[src/rtl/imq_pkg.sv]
// Shared types, codes and constants of the indexed max priority queue.
package imq_pkg;

  localparam int DefCapacity     = 64;
  localparam int DefPriorityBits = 16;
  localparam int EntryCount      = 64;
  localparam int EntryBits       = 6;

  localparam logic [1:0] MODE_INSERT  = 2'd0;
  localparam logic [1:0] MODE_EXTRACT = 2'd1;
  localparam logic [1:0] MODE_CHANGE  = 2'd2;
  localparam logic [1:0] MODE_NOP     = 2'd3;

  localparam logic [2:0] ST_OK     = 3'd0;
  localparam logic [2:0] ST_FULL   = 3'd1;
  localparam logic [2:0] ST_EMPTY  = 3'd2;
  localparam logic [2:0] ST_ABSENT = 3'd3;
  localparam logic [2:0] ST_DUP    = 3'd4;

  // Controller to datapath commands.
  typedef struct packed {
    logic load;       // capture request, read position table
    logic check;      // decide status, start operation
    logic rd_parent;  // issue sift-up parent read
    logic up_step;    // compare with parent, move or stop
    logic rd_kids;    // issue sift-down child reads
    logic dn_step;    // compare with children, swap or stop
    logic rd_root;    // issue root and last reads for extract
    logic ext_step;   // perform extract bookkeeping
    logic finish;     // write final slot, build result
  } imq_cmd_t;

  // Datapath to controller status.
  typedef struct packed {
    logic [1:0] mode;
    logic       fail;      // request ends with error or no-op
    logic       up_more;   // sift-up has a parent to test
    logic       up_move;   // parent is smaller, keep going
    logic       dn_more;   // sift-down has a child to test
    logic       dn_move;   // a child is larger, keep going
  } imq_sts_t;

endpackage

[src/rtl/indexed_max_priority_queue.sv]
// Top level of the indexed max priority queue.
// Usage:
//   Input channel in_*: one request per transaction, mode/index/priority in
//   in_tdata. Result channel out_*: one result per request, in order.
//   Each request runs in a controller and datapath pair: a check step, then
//   sift-up (insert), sift-down (extract) or both (change), each heap level
//   taking a heap read, then a compare and write; extract adds a root read
//   and a bookkeeping step; a final step writes the last slot and loads the
//   result register. A failed or unused request goes from the check straight
//   to the final step. One request is in flight at a time; in_tready rises
//   again in the cycle the result is loaded, and a new request is taken
//   while an older result still waits.
//   If the receiver stalls, the block holds the next finished result
//   until out_tready frees the register.
//   Reset empties the queue: the count clears and every entry reads as
//   absent at once; no clearing pass is needed.
module indexed_max_priority_queue
  import imq_pkg::*;
#(
  parameter int CAPACITY      = DefCapacity,
  parameter int PRIORITY_BITS = DefPriorityBits
) (
  input  logic        clk,
  input  logic        rst_n,
  input  logic        in_tvalid,
  output logic        in_tready,
  input  logic [23:0] in_tdata,   // mode[1:0], entry_index[7:2], new_priority[23:8]
  output logic        out_tvalid,
  input  logic        out_tready,
  output logic [31:0] out_tdata   // status[2:0], out_index[8:3], out_priority[24:9],
                                  // occupancy[31:25]
);

  imq_cmd_t cmd;
  imq_sts_t sts;
  logic busy, in_fire, res_free;
  logic out_valid_r;
  logic [2:0] st;
  logic [EntryBits-1:0] oi;
  logic signed [15:0] op;
  logic [6:0] occ;
  logic signed [15:0] req_pr;

  assign in_tready = !busy;
  assign in_fire   = in_tvalid && in_tready;
  assign res_free  = !out_valid_r || out_tready;
  assign req_pr    = 16'(signed'(in_tdata[8 +: PRIORITY_BITS]));

  always_ff @(posedge clk) begin
    if (!rst_n) begin
      out_valid_r <= 1'b0;
    end else if (cmd.finish) begin
      out_valid_r <= 1'b1;
    end else if (out_tready) begin
      out_valid_r <= 1'b0;
    end
  end

  imq_ctrl u_ctrl (
    .clk      (clk),
    .rst_n    (rst_n),
    .in_fire  (in_fire),
    .res_free (res_free),
    .sts      (sts),
    .busy     (busy),
    .cmd      (cmd)
  );

  imq_dpath #(
    .CAPACITY      (CAPACITY),
    .PRIORITY_BITS (PRIORITY_BITS)
  ) u_dpath (
    .clk           (clk),
    .rst_n         (rst_n),
    .cmd           (cmd),
    .req_mode      (in_tdata[1:0]),
    .req_index     (in_tdata[7:2]),
    .req_priority  (req_pr),
    .sts           (sts),
    .res_status    (st),
    .res_index     (oi),
    .res_priority  (op),
    .res_occupancy (occ)
  );

  assign out_tvalid = out_valid_r;
  assign out_tdata  = {occ, op, oi, st};

endmodule

[src/rtl/imq_ctrl.sv]
// Controller state machine of the indexed max priority queue.
module imq_ctrl
  import imq_pkg::*;
(
  input  logic     clk,
  input  logic     rst_n,
  input  logic     in_fire,
  input  logic     res_free,
  input  imq_sts_t sts,
  output logic     busy,
  output imq_cmd_t cmd
);

  localparam logic [3:0] S_IDLE   = 4'd0;
  localparam logic [3:0] S_CHECK  = 4'd1;
  localparam logic [3:0] S_UPRD   = 4'd2;
  localparam logic [3:0] S_UPCMP  = 4'd3;
  localparam logic [3:0] S_DNRD   = 4'd4;
  localparam logic [3:0] S_DNCMP  = 4'd5;
  localparam logic [3:0] S_EXRD   = 4'd6;
  localparam logic [3:0] S_EXSTEP = 4'd7;
  localparam logic [3:0] S_FIN    = 4'd8;

  logic [3:0] state_r, state_nxt;

  always_ff @(posedge clk) begin
    if (!rst_n) begin
      state_r <= S_IDLE;
    end else begin
      state_r <= state_nxt;
    end
  end

  assign busy = (state_r != S_IDLE);

  always_comb begin
    state_nxt = state_r;
    cmd       = '0;
    unique case (state_r)
      S_IDLE: begin
        cmd.load = in_fire;
        if (in_fire) state_nxt = S_CHECK;
      end
      S_CHECK: begin
        cmd.check = 1'b1;
        if (sts.fail) begin
          state_nxt = S_FIN;
        end else if (sts.mode == MODE_EXTRACT) begin
          state_nxt = S_EXRD;
        end else begin
          state_nxt = S_UPRD;
        end
      end
      S_UPRD: begin
        if (sts.up_more) begin
          cmd.rd_parent = 1'b1;
          state_nxt     = S_UPCMP;
        end else if (sts.mode == MODE_CHANGE) begin
          state_nxt = S_DNRD;
        end else begin
          state_nxt = S_FIN;
        end
      end
      S_UPCMP: begin
        cmd.up_step = 1'b1;
        if (sts.up_move) begin
          state_nxt = S_UPRD;
        end else if (sts.mode == MODE_CHANGE) begin
          state_nxt = S_DNRD;
        end else begin
          state_nxt = S_FIN;
        end
      end
      S_EXRD: begin
        cmd.rd_root = 1'b1;
        state_nxt   = S_EXSTEP;
      end
      S_EXSTEP: begin
        cmd.ext_step = 1'b1;
        state_nxt    = S_DNRD;
      end
      S_DNRD: begin
        if (sts.dn_more) begin
          cmd.rd_kids = 1'b1;
          state_nxt   = S_DNCMP;
        end else begin
          state_nxt = S_FIN;
        end
      end
      S_DNCMP: begin
        cmd.dn_step = 1'b1;
        state_nxt   = sts.dn_move ? S_DNRD : S_FIN;
      end
      S_FIN: begin
        if (res_free) begin
          cmd.finish = 1'b1;
          state_nxt  = S_IDLE;
        end
      end
      default: state_nxt = S_IDLE;
    endcase
  end

  assert property (@(posedge clk) disable iff (!rst_n)
    cmd.finish |=> (state_r == S_IDLE))
    else $error("finish must return controller to idle");
  assert property (@(posedge clk) disable iff (!rst_n)
    (state_r == S_IDLE) |-> !(cmd.up_step || cmd.dn_step || cmd.finish))
    else $error("datapath step issued while idle");
  assert property (@(posedge clk) disable iff (!rst_n)
    cmd.load |=> (state_r == S_CHECK))
    else $error("load must be followed by check");

endmodule

[src/rtl/imq_dpath.sv]
// Datapath of the indexed max priority queue: heap memories, position table, result.
module imq_dpath
  import imq_pkg::*;
#(
  parameter int CAPACITY      = DefCapacity,
  parameter int PRIORITY_BITS = DefPriorityBits
) (
  input  logic                 clk,
  input  logic                 rst_n,
  input  imq_cmd_t             cmd,
  input  logic [1:0]           req_mode,
  input  logic [EntryBits-1:0] req_index,
  input  logic signed [15:0]   req_priority,
  output imq_sts_t             sts,
  output logic [2:0]           res_status,
  output logic [EntryBits-1:0] res_index,
  output logic signed [15:0]   res_priority,
  output logic [6:0]           res_occupancy
);

  localparam int SB = $clog2(CAPACITY);
  localparam int PB = $clog2(CAPACITY + 1);
  localparam int PRB = PRIORITY_BITS;

  typedef logic [PB-1:0]         pos_t;
  typedef logic signed [PRB-1:0] prio_t;

  // Heap memories: one write port, two read ports with registered data.
  logic [EntryBits-1:0] mem_idx [CAPACITY];
  prio_t                mem_pr  [CAPACITY];
  // Position table: one write port, one read port.
  pos_t                 pos_mem [EntryCount];
  logic [EntryCount-1:0] pos_vld_r;

  logic                 wr_en;
  logic [SB-1:0]        wr_addr;
  logic [EntryBits-1:0] wr_idx;
  prio_t                wr_pr;
  logic                 rd_en;
  logic [SB-1:0]        ra_addr, rb_addr;
  logic [EntryBits-1:0] ra_idx_r, rb_idx_r;
  prio_t                ra_pr_r, rb_pr_r;

  logic                 pw_en;
  logic [EntryBits-1:0] pw_addr, pw2_addr;
  pos_t                 pw_val;
  logic                 pw_clr;
  logic [EntryBits-1:0] pr_addr;
  pos_t                 pos_rd_r;
  logic                 pos_vld_rd_r;

  always_ff @(posedge clk) begin
    if (wr_en) begin
      mem_idx[wr_addr] <= wr_idx;
      mem_pr[wr_addr]  <= wr_pr;
    end
    if (rd_en) begin
      ra_idx_r <= mem_idx[ra_addr];
      ra_pr_r  <= mem_pr[ra_addr];
      rb_idx_r <= mem_idx[rb_addr];
      rb_pr_r  <= mem_pr[rb_addr];
    end
  end

  always_ff @(posedge clk) begin
    if (pw_en) pos_mem[pw_addr] <= pw_val;
    pos_rd_r     <= pos_mem[pr_addr];
    pos_vld_rd_r <= pos_vld_r[pr_addr];
  end

  always_ff @(posedge clk) begin
    if (!rst_n) begin
      pos_vld_r <= '0;
    end else begin
      if (pw_en)  pos_vld_r[pw_addr]  <= 1'b1;
      if (pw_clr) pos_vld_r[pw2_addr] <= 1'b0;
    end
  end

  logic [1:0]           mode_r;
  logic [EntryBits-1:0] idx_r;
  prio_t                pr_r;
  pos_t                 count_r, count_nxt;
  pos_t                 cur_r, cur_nxt;
  logic [2:0]           st_r, st_nxt;
  logic                 fail_r, fail_nxt;
  logic [EntryBits-1:0] oi_r, oi_nxt;
  prio_t                op_r, op_nxt;
  logic [EntryBits-1:0] hold_idx_r, hold_idx_nxt;
  prio_t                hold_pr_r, hold_pr_nxt;
  logic                 rchild_ok_r;

  pos_t parent, lchild, rchild;
  logic present;
  pos_t cur_pos;

  assign cur_pos = pos_vld_rd_r ? pos_rd_r : pos_t'(CAPACITY);
  assign present = cur_pos < count_r;
  assign parent  = (cur_r - pos_t'(1)) >> 1;
  assign lchild  = pos_t'({cur_r, 1'b1});
  assign rchild  = pos_t'(lchild + pos_t'(1));

  always_ff @(posedge clk) begin
    if (!rst_n) begin
      count_r <= '0;
      fail_r  <= 1'b0;
    end else begin
      count_r <= count_nxt;
      fail_r  <= fail_nxt;
    end
  end

  always_ff @(posedge clk) begin
    if (cmd.load) begin
      mode_r <= req_mode;
      idx_r  <= req_index;
      pr_r   <= prio_t'(req_priority);
    end
    if (cmd.rd_kids) rchild_ok_r <= rchild < count_r;
    cur_r      <= cur_nxt;
    st_r       <= st_nxt;
    oi_r       <= oi_nxt;
    op_r       <= op_nxt;
    hold_idx_r <= hold_idx_nxt;
    hold_pr_r  <= hold_pr_nxt;
  end

  logic                 lbig, rbig;
  logic [SB-1:0]        big_slot;
  logic [EntryBits-1:0] big_idx;
  prio_t                big_pr;

  always_comb begin
    lbig     = ra_pr_r > hold_pr_r;
    rbig     = rchild_ok_r && (rb_pr_r > (lbig ? ra_pr_r : hold_pr_r));
    big_slot = rbig ? SB'(rchild) : SB'(lchild);
    big_idx  = rbig ? rb_idx_r : ra_idx_r;
    big_pr   = rbig ? rb_pr_r : ra_pr_r;
  end

  always_comb begin
    count_nxt    = count_r;
    cur_nxt      = cur_r;
    st_nxt       = st_r;
    fail_nxt     = fail_r;
    oi_nxt       = oi_r;
    op_nxt       = op_r;
    hold_idx_nxt = hold_idx_r;
    hold_pr_nxt  = hold_pr_r;
    wr_en = 1'b0; wr_addr = '0; wr_idx = hold_idx_r; wr_pr = hold_pr_r;
    rd_en = 1'b0; ra_addr = '0; rb_addr = '0;
    pw_en = 1'b0; pw_addr = hold_idx_r; pw_val = cur_r;
    pw2_addr = '0; pw_clr = 1'b0;
    pr_addr = req_index;

    if (cmd.check) begin
      st_nxt       = ST_OK;
      fail_nxt     = 1'b0;
      oi_nxt       = '0;
      op_nxt       = '0;
      hold_idx_nxt = idx_r;
      hold_pr_nxt  = pr_r;
      unique case (mode_r)
        MODE_INSERT: begin
          if (present) begin
            st_nxt = ST_DUP; fail_nxt = 1'b1;
          end else if (count_r >= pos_t'(CAPACITY)) begin
            st_nxt = ST_FULL; fail_nxt = 1'b1;
          end else begin
            cur_nxt   = count_r;
            count_nxt = count_r + pos_t'(1);
          end
        end
        MODE_EXTRACT: begin
          if (count_r == '0) begin
            st_nxt = ST_EMPTY; fail_nxt = 1'b1;
          end
        end
        MODE_CHANGE: begin
          if (!present) begin
            st_nxt = ST_ABSENT; fail_nxt = 1'b1;
          end else begin
            cur_nxt = cur_pos;
          end
        end
        default: fail_nxt = 1'b1;
      endcase
    end

    if (cmd.rd_parent) begin
      rd_en   = 1'b1;
      ra_addr = SB'(parent);
    end

    if (cmd.up_step) begin
      if (ra_pr_r < hold_pr_r) begin
        wr_en   = 1'b1;
        wr_addr = SB'(cur_r);
        wr_idx  = ra_idx_r;
        wr_pr   = ra_pr_r;
        pw_en   = 1'b1;
        pw_addr = ra_idx_r;
        pw_val  = cur_r;
        cur_nxt = parent;
      end
    end

    if (cmd.rd_root) begin
      rd_en   = 1'b1;
      ra_addr = '0;
      rb_addr = SB'(count_r - pos_t'(1));
    end

    if (cmd.ext_step) begin
      oi_nxt       = ra_idx_r;
      op_nxt       = ra_pr_r;
      hold_idx_nxt = rb_idx_r;
      hold_pr_nxt  = rb_pr_r;
      count_nxt    = count_r - pos_t'(1);
      cur_nxt      = '0;
      pw2_addr     = ra_idx_r;
      pw_clr       = 1'b1;
    end

    if (cmd.rd_kids) begin
      rd_en   = 1'b1;
      ra_addr = SB'(lchild);
      rb_addr = SB'(rchild);
    end

    if (cmd.dn_step) begin
      if (lbig || rbig) begin
        wr_en   = 1'b1;
        wr_addr = SB'(cur_r);
        wr_idx  = big_idx;
        wr_pr   = big_pr;
        pw_en   = 1'b1;
        pw_addr = big_idx;
        pw_val  = cur_r;
        cur_nxt = pos_t'(big_slot);
      end
    end

    if (cmd.finish) begin
      if (!fail_r && !(mode_r == MODE_EXTRACT && count_r == '0)) begin
        wr_en   = 1'b1;
        wr_addr = SB'(cur_r);
        pw_en   = 1'b1;
      end
    end
  end

  logic [EntryBits-1:0] res_idx_r;
  logic signed [15:0]   res_pr_r;
  logic [2:0]           res_st_r;
  logic [6:0]           res_occ_r;

  always_ff @(posedge clk) begin
    if (cmd.finish) begin
      res_st_r  <= st_r;
      res_idx_r <= oi_r;
      res_pr_r  <= 16'(unsigned'(op_r));
      res_occ_r <= 7'(count_r);
    end
  end

  assign res_status    = res_st_r;
  assign res_index     = res_idx_r;
  assign res_priority  = res_pr_r;
  assign res_occupancy = res_occ_r;

  assign sts.mode    = mode_r;
  assign sts.fail    = fail_nxt;
  assign sts.up_more = cur_r != '0;
  assign sts.up_move = ra_pr_r < hold_pr_r;
  assign sts.dn_more = lchild < count_r;
  assign sts.dn_move = lbig || rbig;

  assert property (@(posedge clk) disable iff (!rst_n)
    count_r <= pos_t'(CAPACITY))
    else $error("heap count beyond capacity");
  assert property (@(posedge clk) disable iff (!rst_n)
    cmd.up_step |-> (cur_r != '0))
    else $error("sift-up step at root");
  assert property (@(posedge clk) disable iff (!rst_n)
    (cmd.ext_step) |-> (count_r != '0))
    else $error("extract on empty heap");

endmodule
[config.mk]
export PLATFORM = sky130hd
export DESIGN_NAME = indexed_max_priority_queue
export DESIGN_NICKNAME = d
export VERILOG_FILES = /design/src/rtl/imq_pkg.sv /design/src/rtl/indexed_max_priority_queue.sv /design/src/rtl/imq_ctrl.sv /design/src/rtl/imq_dpath.sv
export SDC_FILE = /design/constraint.sdc
export NUM_CORES = 2
export LEC_CHECK = 0
export ABC_AREA = 1
export BUFFER_PORTS_ARGS = -buffer_cell sky130_fd_sc_hd__buf_2
export CORE_UTILIZATION = 35
export DETAILED_ROUTE_END_ITERATION = 16
export MAX_ROUTING_LAYER = met4
export PLACE_DENSITY_LB_ADDON = 0.25
export SYNTH_ARGS = -nofsm -noshare
export SYNTH_HDL_FRONTEND = slang
export SYNTH_SLANG_ARGS = --single-unit
[constraint.sdc]
create_clock -name clk -period 9.6 [get_ports clk]
set_clock_uncertainty 0.2 [all_clocks]
set_input_delay 1.92 -clock clk [delete_from_list [all_inputs] [get_ports clk]]
set_output_delay 1.92 -clock clk [all_outputs]
set_load 0.02 [all_outputs]
### After elaboration in Yosys (flattened, before gate mapping)

Memories as Yosys holds them, arrays and structs flattened. A register that Yosys moved wholly into a read port is not among the register bits.
Index checks and enable logic that the tools add are counted.

| operators by class | value |
|---|---|
| add/subtract/negate cells | 4 |
| bitwise gates (word level) | 3 |
| $lt $le $gt $ge | 12 |
| equal/unequal tests | 14 |
| multipliers | 0 |
| shift-type cells | 0 |
| mux-type cells | 104 |
| div/mod/pow operators | 0 |
| reduce and logical (&&, ||, !) cells | 22 |

Operators by type and width:

| operator | count |
|---|---|
| $mux 64 | 3 |
| $mux 16 | 10 |
| $mux 6 | 22 |
| $mux 7 | 15 |
| $and 64x64->64 | 1 |
| $not 64->64 | 1 |
| $or 64x64->64 | 1 |
| $pmux 4 s9 | 1 |
| $mux 1 | 35 |
| $gt 16x16->1 | 2 |
| $mux 4 | 8 |
| $lt 6x7->1 const B | 3 |
| $lt 7x7->1 | 3 |
| $eq 4x3->1 const B | 4 |
| $lt 16x16->1 | 1 |
| $add 7x1->7 const B | 2 |
| $pmux 7 s2 | 1 |
| $sub 7x1->7 const B | 2 |
| $demux 1 s6 | 2 |
| $ge 6x1->1 const B | 2 |
| $pmux 3 s3 | 1 |
| $eq 4x2->1 const B | 2 |
| $ge 7x7->1 const B | 1 |
| $logic_not 7->1 | 1 |
| other kinds (20) | 35 |

| storage, ports and cells | value |
|---|---|
| bits in latches | 0 |
| input bits | 28 |
| bits in registers | 189 |
| memories kept | 3 |
| word-level logic and storage cells | 182 |
| memory bits (read-only) | 0 |
| bits in writable memories | 1,856 |
| output and inout port bits | 34 |

Memory list:

| name | words | bits a word | rd ports | clocked after memory_dff | wr ports | RTL line | text |
|---|---|---|---|---|---|---|---|
| u_dpath.mem_pr | 64 | 16 | 2 | 2 | 1 | imq_dpath.sv:30 | `prio_t mem_pr [CAPACITY];` |
| u_dpath.pos_mem | 64 | 7 | 1 | 1 | 1 | imq_dpath.sv:32 | `pos_t pos_mem [EntryCount];` |
| u_dpath.mem_idx | 64 | 6 | 2 | 2 | 1 | imq_dpath.sv:29 | `logic [EntryBits-1:0] mem_idx [CAPACITY];` |

### Longest topological paths before layout

| logic depth | value |
|---|---|
| depth in word-level cells | 16 |
| gate-level depth with buffers | 37 |
| mapped depth without buffers | 36 |

### Hierarchy

A second synthesis with hierarchy kept.

| unflattened totals | value |
|---|---|
| cell total of the unflattened synthesis | 10,006 |
| area total of the unflattened synthesis | 100,579.0 µm² |

Modules (own cells, without submodules):

| module | cells an instance | area an instance (µm²) | instances |
|---|---|---|---|
| imq_dpath | 9,921 | 100,107.3 | 1 |
| imq_ctrl | 76 | 414.1 | 1 |
| indexed_max_priority_queue | 9 | 57.6 | 1 |

### Least setup slack after synthesis

OpenSTA, ideal clock, no wires.

| timing | value |
|---|---|
| path kind | reg2reg |
| start point | register u_dpath.ra_pr_r[15], read port of u_dpath.mem_pr |
| end point | memory u_dpath.mem_pr[0][10] in the netlist's numbering, data pin |
| required time | 8,699 ps |
| path slack | 2,797 ps |
| cell stages (with the launch flop) | 22 |
| data arrival time | 5,901 ps |
| buffers on the path | 3 |
| cells stage by stage | edfxtp_1 > ha_1 > a21oi_1 > o21ai_1 > a21oi_2 > nand2_2 > nand2_2 > nand2_4 > nand2_4 > clkbuf_1 > nand2_1 > o21ai_0 > ha_1 > a21oi_1 > o21ai_0 > a21oi_1 > nand3_1 > nand3_1 > buf_2 > clkbuf_1 > o21ai_0 > o21ai_0 |

| on the way | value |
|---|---|
| word-level cells in the longest chain between the ends | 7 |
| elaborated cells between the ends (all ways) | 11 |
| those cells by class | 3 x order compare; 6 x mux; 2 x reduce/logical |

RTL lines:

| element | RTL line | text |
|---|---|---|
| from (decl) | imq_dpath.sv:42 | `prio_t ra_pr_r, rb_pr_r;` |
| $gt 16x16->1 | imq_dpath.sv:134 | `lbig = ra_pr_r > hold_pr_r;` |
| $mux 16 | imq_dpath.sv:135 | `rbig = rchild_ok_r && (rb_pr_r > (lbig ? ra_pr_r : hold_pr_r));` |
| $gt 16x16->1 | imq_dpath.sv:135 |  |
| $logic_and 1x1->1 | imq_dpath.sv:135 |  |
| $mux 16 / $logic_or 1x1->1 (equally long branches) | imq_dpath.sv:138, imq_dpath.sv:232 |  |
| $mux 16 | imq_dpath.sv:232 | `if (lbig \|\| rbig) begin` |
| $mux 16 (*) | imq_dpath.sv:231 | `if (cmd.dn_step) begin` |
| via u_dpath.wr_pr[10] | imq_dpath.sv:38 | `prio_t wr_pr;` |
| to (decl) | imq_dpath.sv:30 |  |

The timed path passes the listed nets; every way through them passes the cells marked *.

### Worst setup path after layout

| timing | value |
|---|---|
| start point | register u_dpath.ra_pr_r[15], read port of u_dpath.mem_pr |
| end point | memory u_dpath.pos_mem[38][1] in the netlist's numbering (enable) |

| on the way | value |
|---|---|
| elaborated cells between the ends (all ways) | 19 |
| those cells by class | 3 x order compare; 14 x mux; 2 x reduce/logical |

RTL lines:

| element | RTL line | text |
|---|---|---|
| $gt 16x16->1 | imq_dpath.sv:134 |  |
| $mux 16 | imq_dpath.sv:135 |  |
| $gt 16x16->1 | imq_dpath.sv:135 |  |
| $logic_and 1x1->1 | imq_dpath.sv:135 |  |
| $mux 6 / $logic_or 1x1->1 (equally long branches) | imq_dpath.sv:137, imq_dpath.sv:232 |  |
| $mux 6 | imq_dpath.sv:232 |  |
| $mux 6 (*) | imq_dpath.sv:231 |  |
| via u_dpath.pw_addr[2] | imq_dpath.sv:45 | `logic [EntryBits-1:0] pw_addr, pw2_addr;` |
| to (decl) | imq_dpath.sv:32 |  |

Marks and branches as above.

==> metrics.cfg <==
[route]
vias=81580
ant_nets=0
drc=0
vias_per_cell=5.848
dr.first_iter.drc_count=11790
drt_wl_total_um=378900
wl_per_cell_um=27.16
drt_pass1_iterations=7

[clock_network]
cts_setup_buffers=0
worstSkewPairLatency_ns=0.92
cts_buffers=225
cts_tree=done
path_clk_slew_ns=0.06
cts_buffer_depth=4
ctsHoldBuffers=0
postCtsResizedCells=0
htreeDepth=4
cts.sinks=2096
clockRootBuffer=clkbuf_16

[placement]
dp_hpwl_um=217600
io_buffers=61
gp_congestion=0.9368
dp_worst_setup_slack_ns=2.556

[power]
p_leak_nw=39.79
finalPower_mw=26.95
peakVddDrop_uv=168.4
powerDensity_nw_per_um2=240.8

[synthesis]
synthTopCellsByArea=edfxtp_1 60%, nand3_1 10%, nand2_1 7.5%, nor2_1 4.0%, o21ai_0 3.4%
synth_common_cells=2046 x nand3_1, 2004 x edfxtp_1, 2003 x nand2_1
yosysMostFrequentCell=nand3_1
netlist_area_um2=100800
synth_area_per_cell_um2=9.810
ys_types=52
synth_cells=10280
ys_seq_area_share_pct=61.50
postSynth.asyncResetShare_pct=0
yosysTopAreaCell=edfxtp_1
synth_edf_count=2004
synth_ff_type=edfxtp_1
syn-num-nets=10360
yosys.area.top_type_share_pct=59.67
yosys_warnings=0
synth.ff_latch_count=2096

[floorplan]
initial_core_util_pct=35.27
std_cell_rows=196
die_h_um=538.8
core_area_um2=285900
die_x_um=538.8
num_io_pins=62
die-area_um2=290300

[grt]
grt.met1_usage_pct=33.97
grt-busiest-layer=met2
grt_pass1_vias=77250
antenna_found_initial=16
track_usage_pct=25.95
use_met2_pct=37.86
grt_pass1_wl_um=543500
grt_use_met3_pct=5.885
grt_overflow=0
grt_max_degree=176

[sta]
finalHoldViolCount=0
tightest_slew_ns=1.444
relSlewSlack_pct=3.400
finalWorstSetupSlack_ns=2.455
setup_tns_ns=0
rsz0062_at_grt=no
min_period_ns=7.145
holdWs_ns=0.2198
final-setup-viol-count=0
slew_viol_final=0
max_freq_ghz=0.1400
fin_crit_sh_pct=74.42

[setup_path]
critical_path_class=reg2reg
r2r_end=u_dpath.pos_mem[38][1]
cp.arrival_ns=7.44
crit_top_cell=nand2_1
cpPeakStageDelay_ns=0.80
reg2reg_from=u_dpath.ra_pr_r[15]
cp.required_ns=9.90
cp-start-kind=flop
critPathSlowestCell=buf_4
rr_worst_depth=29
worstPathMaxFanout=65
reg2reg_slack_ns=2.46
cp-end-kind=flop

[min_path]
holdPathEnd=u_dpath.res_status[2]
hold_depth=0
hold_path.class=reg2reg
min_from=u_dpath.st_r[2]

[finish]
post-route-util_pct=39.14
drive_gt1_share_pct=10.60
n_fill_cell=27620
nNetsFinal=10090
syn_to_final_growth_pct=10.97

[status]
status=finished clean

[job]
maxCapViolCount=0

## registers in the layout, summed over array words and instances (netlist names), 64 cells and up
signal             cells
u_dpath.mem_idx      384
u_dpath.mem_pr      1024
u_dpath.pos_mem      448
u_dpath.pos_vld_r     64
## placed cells by master (no fill, tap or decap), drive strengths merged
cell / Yosys / final
nor3: 12 / 12
a311oi: 1 / 1
o32ai: 5 / 5
nand4: 21 / 21
xnor2: 2 / 2
o21ai: 752 / 752
o211ai: 423 / 423
a221oi: 9 / 9
o21bai: 2 / 2
xor2: 13 / 13
o31ai: 7 / 7
or2: 347 / 347
a31oi: 6 / 6
clkbuf: 364 / 281
clkinvlp: 0 / 6
and3: 1 / 1
o21a: 4 / 4
nor4: 4 / 4
edfxtp: 2004 / 2004
o22ai: 130 / 130
dfxtp: 92 / 92
bufinv: 0 / 14
o221ai: 16 / 16
o311ai: 2 / 2
inv: 305 / 308
buf: 400 / 258
nand2: 2018 / 2018
diode: 0 / 10
nand3: 2052 / 2052
nor2: 1098 / 1098
a211oi: 5 / 5
a21boi: 1 / 1
a21o: 1 / 1
clkinv: 4 / 104
a21oi: 123 / 123
ha: 56 / 56
## metrics by stage
stage          area, µm²  cells
3_5_place_dp      104900  13540
4_1_cts           111900  13940
2_1_floorplan     100800  10280
6_report          111900  13950
3_3_place_gp      104900  13540
5_1_grt           111900  13950
## cell type report
cell class,count,area (µm²),share of cell area (%)
Sequential cell,2096,62030,55.43
Multi-Input combinational cell,7111,34900,31.18
Clock buffer,281,5974,5.338
Tap cell,3762,4707,4.206
Timing Repair Buffer,258,2096,1.873
Inverter,309,1209,1.080
Clock inverter,123,973.4,0.8698
Antenna cell,10,25.02,0.02236
## per-layer routing
layer	wire length, µm	share of wire, %
met1	151800	40
met2	166300	44
met3	41340	11
met4	19430	5.1
met5	0	0
## worst max-delay path, delay by kind of cell, from the launching register on
family                   cells  cell delay [ns]
flip-flops                   1             0.46
adder cells (fa/ha/maj)      2             0.70
AO/OA/AOI/OAI                1             0.29
buffers and inverters        3             1.68
AND/OR/NAND/NOR             23             3.39
## how the worst max path moves through the flow
stage | cells after the start | from | slack (ns) | to
floorplan | 21 | u_dpath.ra_pr_r[15] | 2.80 | u_dpath.mem_pr[0][10]
global placement | 29 | u_dpath.ra_pr_r[15] | 2.64 | u_dpath.pos_mem[19][1]
detailed placement | 29 | u_dpath.ra_pr_r[15] | 2.56 | u_dpath.pos_mem[19][3]
CTS | 29 | u_dpath.ra_pr_r[15] | 2.55 | u_dpath.pos_mem[38][1]
global route | 25 | u_dpath.ra_pr_r[15] | 1.89 | u_dpath.pos_mem[38][1]
finish | 29 | u_dpath.ra_pr_r[15] | 2.46 | u_dpath.pos_mem[38][1]
## kinds of logic (layout without fill, tap and decap cells)
group | Yosys count | after routing | share of synthesized area, %
buffers and inverters | 1073 | 971 | 4.464
adders and majority gates | 56 | 56 | 0.6948
xor gates and xnor gates | 15 | 15 | 0.1303
AOI/OAI and AO/OA | 1487 | 1487 | 8.820
other | 0 | 10 | 0
DFF | 2096 | 2096 | 61.50
and+or+nand+nor | 5553 | 5553 | 24.39
## where the power goes
part | switching, mW | internal [mW] | total (mW)
Combinational | 5.64 | 1.38 | 7.02
Clock | 3.69 | 4.75 | 8.44
Sequential | 0.244 | 11.2 | 11.5
Power figures use the tool's default switching activity.
